==> config.mk <==
export PLATFORM = sky130hd
export DESIGN_NAME = fraction_reduce
export DESIGN_NICKNAME = d
export VERILOG_FILES = /design/src/design/frac_pkg.sv /design/src/design/frac_ctrl.sv /design/src/design/frac_dpath.sv /design/src/design/fraction_reduce.sv
export SDC_FILE = /design/constraint.sdc
export NUM_CORES = 1
export LEC_CHECK = 0
export BUFFER_PORTS_ARGS = -buffer_cell sky130_fd_sc_hd__buf_2
export CAP_MARGIN = 20
export CORE_ASPECT_RATIO = 0.8
export CORE_UTILIZATION = 55
export DETAILED_ROUTE_END_ITERATION = 10
export GPL_TIMING_DRIVEN = 0
export PLACE_DENSITY = 0.73
export SETUP_SLACK_MARGIN = 0.15
export SYNTH_ARGS = -nofsm -noshare
export SYNTH_HDL_FRONTEND = slang
export SYNTH_SLANG_ARGS = --single-unit
==> constraint.sdc <==
create_clock -name clock -period 24.7 [get_ports clock]
set_clock_uncertainty 0.05 [all_clocks]
set_input_delay 6.175 -clock clock [delete_from_list [all_inputs] [get_ports clock]]
set_output_delay 6.175 -clock clock [all_outputs]
set_load 0.01 [all_outputs]
==> src/design/frac_pkg.sv <==
// Package: command and status types shared by the fraction reducer controller and datapath.
`timescale 1ns / 1ps

package frac_pkg;

   // Commands from the controller to the datapath
   typedef struct packed {
      logic load;           // capture request, form magnitudes
      logic gcd_step;       // one binary GCD step
      logic gcd_finish;     // form gcd, start numerator division
      logic div_step;       // one restoring division step
      logic div_reload_den; // save numerator quotient, start denominator division
      logic emit;           // present reduced result
      logic emit_error;     // present pass-through result with error flag
   } ctrl_cmd_type;

   // Status from the datapath to the controller
   typedef struct packed {
      logic den_zero;
      logic a_zero;
      logic div_last;
   } ctrl_status_type;

endpackage

==> src/design/frac_ctrl.sv <==
// Controller: sequences load, GCD, the two divisions and result output.
`timescale 1ns / 1ps

module frac_ctrl
   import frac_pkg::*;
(
   input  logic            clock,
   input  logic            reset,
   input  logic            start,
   output logic            busy,
   input  ctrl_status_type status,
   output ctrl_cmd_type    cmd
);

   localparam logic [2:0] ST_IDLE = 3'd0;
   localparam logic [2:0] ST_GCD  = 3'd1;
   localparam logic [2:0] ST_DIVN = 3'd2;
   localparam logic [2:0] ST_DIVD = 3'd3;

   logic [2:0] state_ff;
   logic [2:0] state_in;

   always_ff @(posedge clock) begin
      if (reset) begin
         state_ff <= ST_IDLE;
      end else begin
         state_ff <= state_in;
      end
   end

   assign busy = (state_ff != ST_IDLE);

   always_comb begin
      state_in = state_ff;
      cmd      = '0;
      case (state_ff)
         ST_IDLE: begin
            if (start) begin
               cmd.load = 1'b1;
               state_in = ST_GCD;
            end
         end
         ST_GCD: begin
            if (status.den_zero) begin
               cmd.emit_error = 1'b1;
               state_in       = ST_IDLE;
            end else if (status.a_zero) begin
               cmd.gcd_finish = 1'b1;
               state_in       = ST_DIVN;
            end else begin
               cmd.gcd_step = 1'b1;
            end
         end
         ST_DIVN: begin
            cmd.div_step = 1'b1;
            if (status.div_last) begin
               cmd.div_reload_den = 1'b1;
               state_in           = ST_DIVD;
            end
         end
         ST_DIVD: begin
            cmd.div_step = 1'b1;
            if (status.div_last) begin
               cmd.emit = 1'b1;
               state_in = ST_IDLE;
            end
         end
         default: begin
            state_in = ST_IDLE;
         end
      endcase
   end

   // at most one of load, gcd_step, gcd_finish, div_step and emit_error at a time
   assert property (@(posedge clock) disable iff (reset)
      $onehot0({cmd.load, cmd.gcd_step, cmd.gcd_finish, cmd.div_step, cmd.emit_error}))
      else $error("frac_ctrl: conflicting commands");

   // a zero denominator never reaches the divider
   assert property (@(posedge clock) disable iff (reset)
      cmd.emit_error |=> !busy)
      else $error("frac_ctrl: error result did not end the request");

   // division phases end in the expected order
   assert property (@(posedge clock) disable iff (reset)
      cmd.div_reload_den |=> (state_ff == ST_DIVD))
      else $error("frac_ctrl: denominator division not started");

endmodule

==> src/design/frac_dpath.sv <==
// Datapath: magnitudes, binary GCD unit, shared serial divider, sign restore and output register.
`timescale 1ns / 1ps

module frac_dpath
   import frac_pkg::*;
#(
   parameter int DATA_WIDTH = 32
)
(
   input  logic                  clock,
   input  logic                  reset,
   input  ctrl_cmd_type          cmd,
   output ctrl_status_type       status,
   input  logic [DATA_WIDTH-1:0] req_numerator_in,
   input  logic [DATA_WIDTH-1:0] req_denominator_in,
   output logic                  rsp_valid,
   output logic [DATA_WIDTH-1:0] rsp_numerator_out,
   output logic [DATA_WIDTH-1:0] rsp_denominator_out,
   output logic                  rsp_divide_error
);

   localparam int W  = DATA_WIDTH;
   localparam int KW = $clog2(DATA_WIDTH);

   logic [W-1:0]  num_ff, den_ff;       // original parts (sign, pass-through)
   logic [W-1:0]  na_ff, da_ff;         // magnitudes
   logic [W-1:0]  a_ff, b_ff, a_in, b_in;
   logic [KW-1:0] k_ff, k_in;           // common power of two
   logic [W-1:0]  g_ff;
   logic [W-1:0]  q_ff, r_ff, qn_ff;
   logic [KW-1:0] cnt_ff;

   logic [W-1:0]  na_mag, da_mag;
   logic [W-1:0]  diff_ab, diff_ba;
   logic [W:0]    shifted, trial;
   logic [W-1:0]  r_next, q_next;
   logic          qbit;

   logic          valid_ff;
   logic [W-1:0]  num_out_ff, den_out_ff;
   logic          err_ff;

   assign na_mag = req_numerator_in[W-1]   ? (~req_numerator_in + 1'b1)   : req_numerator_in;
   assign da_mag = req_denominator_in[W-1] ? (~req_denominator_in + 1'b1) : req_denominator_in;

   // binary GCD step
   assign diff_ab = a_ff - b_ff;
   assign diff_ba = b_ff - a_ff;

   always_comb begin
      a_in = a_ff;
      b_in = b_ff;
      k_in = k_ff;
      if (!a_ff[0] && !b_ff[0]) begin
         a_in = a_ff >> 1;
         b_in = b_ff >> 1;
         k_in = k_ff + 1'b1;
      end else if (!a_ff[0]) begin
         a_in = a_ff >> 1;
      end else if (!b_ff[0]) begin
         b_in = b_ff >> 1;
      end else if (a_ff >= b_ff) begin
         a_in = diff_ab >> 1;
      end else begin
         b_in = diff_ba >> 1;
      end
   end

   // restoring division step
   assign shifted = {r_ff, q_ff[W-1]};
   assign trial   = shifted - {1'b0, g_ff};
   assign qbit    = ~trial[W];
   assign r_next  = qbit ? trial[W-1:0] : shifted[W-1:0];
   assign q_next  = {q_ff[W-2:0], qbit};

   always_ff @(posedge clock) begin
      if (cmd.load) begin
         num_ff <= req_numerator_in;
         den_ff <= req_denominator_in;
         na_ff  <= na_mag;
         da_ff  <= da_mag;
         a_ff   <= na_mag;
         b_ff   <= da_mag;
         k_ff   <= '0;
      end
      if (cmd.gcd_step) begin
         a_ff <= a_in;
         b_ff <= b_in;
         k_ff <= k_in;
      end
      if (cmd.gcd_finish) begin
         g_ff   <= b_ff << k_ff;
         q_ff   <= na_ff;
         r_ff   <= '0;
         cnt_ff <= '0;
      end else if (cmd.div_reload_den) begin
         qn_ff  <= q_next;
         q_ff   <= da_ff;
         r_ff   <= '0;
         cnt_ff <= '0;
      end else if (cmd.div_step) begin
         q_ff   <= q_next;
         r_ff   <= r_next;
         cnt_ff <= cnt_ff + 1'b1;
      end
      if (cmd.emit) begin
         num_out_ff <= num_ff[W-1] ? (~qn_ff + 1'b1) : qn_ff;
         den_out_ff <= den_ff[W-1] ? (~q_next + 1'b1) : q_next;
         err_ff     <= 1'b0;
      end else if (cmd.emit_error) begin
         num_out_ff <= num_ff;
         den_out_ff <= den_ff;
         err_ff     <= 1'b1;
      end
   end

   always_ff @(posedge clock) begin
      if (reset) begin
         valid_ff <= 1'b0;
      end else begin
         valid_ff <= cmd.emit | cmd.emit_error;
      end
   end

   assign status.den_zero = (den_ff == '0);
   assign status.a_zero   = (a_ff == '0);
   assign status.div_last = (cnt_ff == KW'(W - 1));

   assign rsp_valid           = valid_ff;
   assign rsp_numerator_out   = num_out_ff;
   assign rsp_denominator_out = den_out_ff;
   assign rsp_divide_error    = err_ff;

   // b holds a nonzero value through the whole GCD
   assert property (@(posedge clock) disable iff (reset)
      cmd.gcd_step |-> (b_ff != '0))
      else $error("frac_dpath: GCD operand b reached zero");

   // remainder stays below the divisor
   assert property (@(posedge clock) disable iff (reset)
      cmd.div_step |=> (r_ff < g_ff) || $past(cmd.div_reload_den))
      else $error("frac_dpath: division remainder out of range");

   // a good result has a nonzero denominator, an error result a zero one
   assert property (@(posedge clock) disable iff (reset)
      rsp_valid |-> ((rsp_denominator_out == '0) == rsp_divide_error))
      else $error("frac_dpath: denominator and error flag disagree");

endmodule

==> src/design/fraction_reduce.sv <==
// Top level: fraction reducer, reduces a signed fraction to lowest terms.
`timescale 1ns / 1ps

// Usage
//   Request channel: drive req_numerator_in and req_denominator_in (two's
//   complement) and raise start; the request is taken at the clock edge where
//   start is high and busy is low. busy stays high while the request is worked.
//   Response channel: rsp_valid is high for exactly one cycle with the reduced
//   parts on rsp_numerator_out / rsp_denominator_out. Each part keeps its own
//   sign. A zero denominator gives rsp_divide_error = 1 and the input parts
//   unchanged; a zero numerator gives 0 over +1 or -1.
//   Method: binary GCD, one step per cycle and at most 2*DATA_WIDTH-1 steps,
//   then one shared restoring divider for the numerator part and then the
//   denominator part; a zero denominator skips GCD and division. One request
//   at a time: the next is taken at the edge ending the strobe cycle, and how
//   long a request takes is set by the number of GCD steps.
//   The receiver cannot stall: a response must be taken in its strobe cycle.
//   Reset (synchronous, active high) returns the controller to idle and drops
//   any request in flight; no response is produced for it.

module fraction_reduce
   import frac_pkg::*;
#(
   parameter int DATA_WIDTH = 32
)
(
   input  logic                  clock,
   input  logic                  reset,
   input  logic                  start,
   output logic                  busy,
   input  logic [DATA_WIDTH-1:0] req_numerator_in,
   input  logic [DATA_WIDTH-1:0] req_denominator_in,
   output logic                  rsp_valid,
   output logic [DATA_WIDTH-1:0] rsp_numerator_out,
   output logic [DATA_WIDTH-1:0] rsp_denominator_out,
   output logic                  rsp_divide_error
);

   ctrl_cmd_type    cmd;
   ctrl_status_type status;

   // sequencer: idle -> gcd -> numerator divide -> denominator divide -> idle, or gcd -> idle on a zero denominator
   frac_ctrl u_ctrl (
      .clock  (clock),
      .reset  (reset),
      .start  (start),
      .busy   (busy),
      .status (status),
      .cmd    (cmd)
   );

   // arithmetic and result register
   frac_dpath #(
      .DATA_WIDTH (DATA_WIDTH)
   ) u_dpath (
      .clock               (clock),
      .reset               (reset),
      .cmd                 (cmd),
      .status              (status),
      .req_numerator_in    (req_numerator_in),
      .req_denominator_in  (req_denominator_in),
      .rsp_valid           (rsp_valid),
      .rsp_numerator_out   (rsp_numerator_out),
      .rsp_denominator_out (rsp_denominator_out),
      .rsp_divide_error    (rsp_divide_error)
   );

   // a taken request makes the block busy
   assert property (@(posedge clock) disable iff (reset)
      start && !busy |=> busy)
      else $error("fraction_reduce: request taken but not busy");

   // a response arrives only once the request is finished
   assert property (@(posedge clock) disable iff (reset)
      rsp_valid |-> !busy)
      else $error("fraction_reduce: response while still busy");

   // one strobe per request
   assert property (@(posedge clock) disable iff (reset)
      rsp_valid |=> !rsp_valid)
      else $error("fraction_reduce: repeated response strobe");

endmodule
==> results.cfg <==
[outcome]
outcome = finished clean

[critical_path]
rr_startpoint = u_dpath.g_ff[0]
worstPathRequired_ns = 24.95
cp_data_arrival_time_ns = 9.00
crit_fanout = 4
cp-end-kind = flip-flop
worstSetupPathType = in2reg
crit_start = req_numerator_in[4]
worstSetupStartpointType = primary input

[timing]
hold_violations = 0
setup-tns-final_ns = 0
rsz0062_at_grt = no
slew_headroom = 0.254
finalSetupViolations = 0
min_period_ns = 8.75
layout_setup_ws_ns = 15.95
finalCritPeriodShare = 0.354
slew_viol_final = 0
fmax_mhz = 114
tightest_slew_ns = 1.11

[floorplan]
initial_utilization = 0.563
rows = 68
fp.dieH_um = 191
io_pins = 134
die_w_um = 238
core_area_um2 = 43600
dieArea_um2 = 45600

[yosys]
synth_top_area_frac = 0.433
yosysWarnings = 0
yosys-top-cells-count = edfxtp_1, nand2_1, nor2_1
yosysSeqAreaShare = 0.467
yosys.area.top_type = edfxtp_1
synth_cell_types = 83
synth_top_flop_cell = edfxtp_1
synth-edff-count = 355
synth_area_per_cell_um2 = 9.73
synthArstFlopShare = 0
syn_nets = 2700
ys_ff_latch = 396
synthTopCellsByArea = edfxtp_1, ha_1, nand2_1, xnor2_1, o21ai_0
synth.most_common_cell = edfxtp_1
syn_area_um2 = 24600
synth_cells = 2527

[cts]
cts_buffers = 41
cts_hold_buf = 0
post_cts.repair.setup_buffers = 0
path_clk_slew_ns = 0.06
numClockSinks = 396
cts_tree = built
cts_root_buffer = clkbuf_16
clk_latency_ns = 0.56
cts-resized-gates = 0
clockBufferDepth = 3
cts.htree.levels = 2

[grt]
grt_pass1_wl_um = 119000
antenna_found_initial = 3
overflow = 0
grt_usage = 0.349
grt_pass1_vias = 19505
grt_max_degree = 45

[finish]
multiInputGateArea_um2 = 12000
finalNetCount = 2885
layout-drive-gt1-share = 0.0987
register_area_um2 = 11500
nFillCells = 3593
final_util = 0.631
area_delta_synth_final_pct = 12.0

[place]
place_worst_setup_slack_ns = 15.44
portBuffers = 133
place_hpwl_um = 63800
finalWeightedCongestion = 1.02

[detailed_routing]
vias = 21580
ant_nets = 0
first_iter_violations = 3300
wl_per_cell_um = 24.2
post-route-drc-count = 0
routed_wl_um = 80900
dr.pass1.iters = 6
via_per_inst = 6.46

[power]
power_density_nw_per_um2 = 81.3
ir_drop_v = 0.0000609
p_leak_nw = 10.8

[worst_hold_path]
hold_start = u_dpath.r_ff[28]
hold_class = reg2reg

[job]
maxCapViolCount = 0
[cell type report]
type	instances	area share
Clock buffer	51	0.0394
Tap cell	595	0.0270
Sequential cell	396	0.417
Multi-Input combinational cell	1843	0.437
Inverter	142	0.0193
Buffer	146	0.0205
Clock inverter	25	0.00863
Timing Repair Buffer	142	0.0315
Antenna cell	2	0.000182
[per-layer routing]
layer / global-route usage / part of all wire / vias up
met5: 0 / 0 / -
met4: 0.0991 / 0.028 / 0
met3: 0.0663 / 0.12 / 153
met2: 0.513 / 0.42 / 1380
met1: 0.522 / 0.43 / 10384
li1: - / - / 9663
[critical path, cell delays in order]
cell and delay [ns]:
buf_2 0.16, nor4_4 0.37, nand4b_1 0.25, or3_1 0.48, or3_1 0.43, or4_4 0.48
o41ai_2 0.25, xnor2_1 0.18, nor2_1 0.16, nor2_1 0.06
[sequential cells by signal, summed over array words and instances, names as in the netlist]
signal and flops:
u_dpath.da_ff 32, u_dpath.b_ff 32, u_dpath.q_ff 32, u_dpath.den_ff 31, u_dpath.num_ff 31, u_dpath.qn_ff 32
u_dpath.cnt_ff 5, u_dpath.rsp_numerator_out 32, u_dpath.g_ff 32, u_dpath.rsp_divide_error 1, u_ctrl.state_ff 2, u_dpath.k_ff 5
u_dpath.r_ff 32, u_dpath.na_ff 32, u_dpath.rsp_valid 1, u_dpath.a_ff 32, u_dpath.rsp_denominator_out 32
[report_power, final]
group	switching [mW]	internal (mW)	total, mW
Combinational	0.490	0.272	0.762
Sequential	0.0648	0.795	0.860
Clock	0.270	0.348	0.618
Total	0.824	1.42	2.24
[cells in the final DEF, fill, tap and decap left out, types with 38 or more instances in the layout]
| cell type | count |
|---|---|
| a21o_1 | 48 |
| a21oi_1 | 164 |
| buf_2 | 142 |
| clkbuf_1 | 127 |
| clkbuf_16 | 42 |
| dfxtp_1 | 41 |
| edfxtp_1 | 355 |
| ha_1 | 103 |
| inv_1 | 139 |
| mux2i_1 | 57 |
| nand2_1 | 291 |
| nand3_1 | 40 |
| nor2_1 | 208 |
| nor3_1 | 38 |
| o21ai_0 | 168 |
| o31ai_1 | 41 |
| xnor2_1 | 110 |
| xor2_1 | 82 |
[per-stage QoR]
step	hold WS, ns	total power [mW]	std cells	cell area (µm²)
4_1_cts	0.461	2.21	3340	27600
3_5_place_dp	0.454	1.60	3264	26200
6_report	0.459	2.24	3342	27600
3_3_place_gp	0.431	1.59	3255	26000
2_1_floorplan	0.413	1.36	2527	24600
5_1_grt	0.484	2.32	3342	27600
[worst paths after layout]
path,to,slack [ns],cells after the start
worst max-delay path,u_dpath.a_ff[26],15.95,10
worst min-delay path,u_dpath.r_ff[29],0.46,2
worst max register to register,u_dpath.rsp_denominator_out[30],18.82,15
worst min register to register,u_dpath.r_ff[29],0.46,2
[cells by family after synthesis]
group	after synthesis	synth area share
AOI/OAI and AO/OA	706	0.184
xor gates and xnor gates	192	0.0684
adders and majority gates	106	0.0548
buffers and inverters	288	0.0446
DFF	396	0.467
muxes	75	0.0369
and+or+nand+nor	764	0.144
Note: power is estimated with default switching activity, not from simulation.
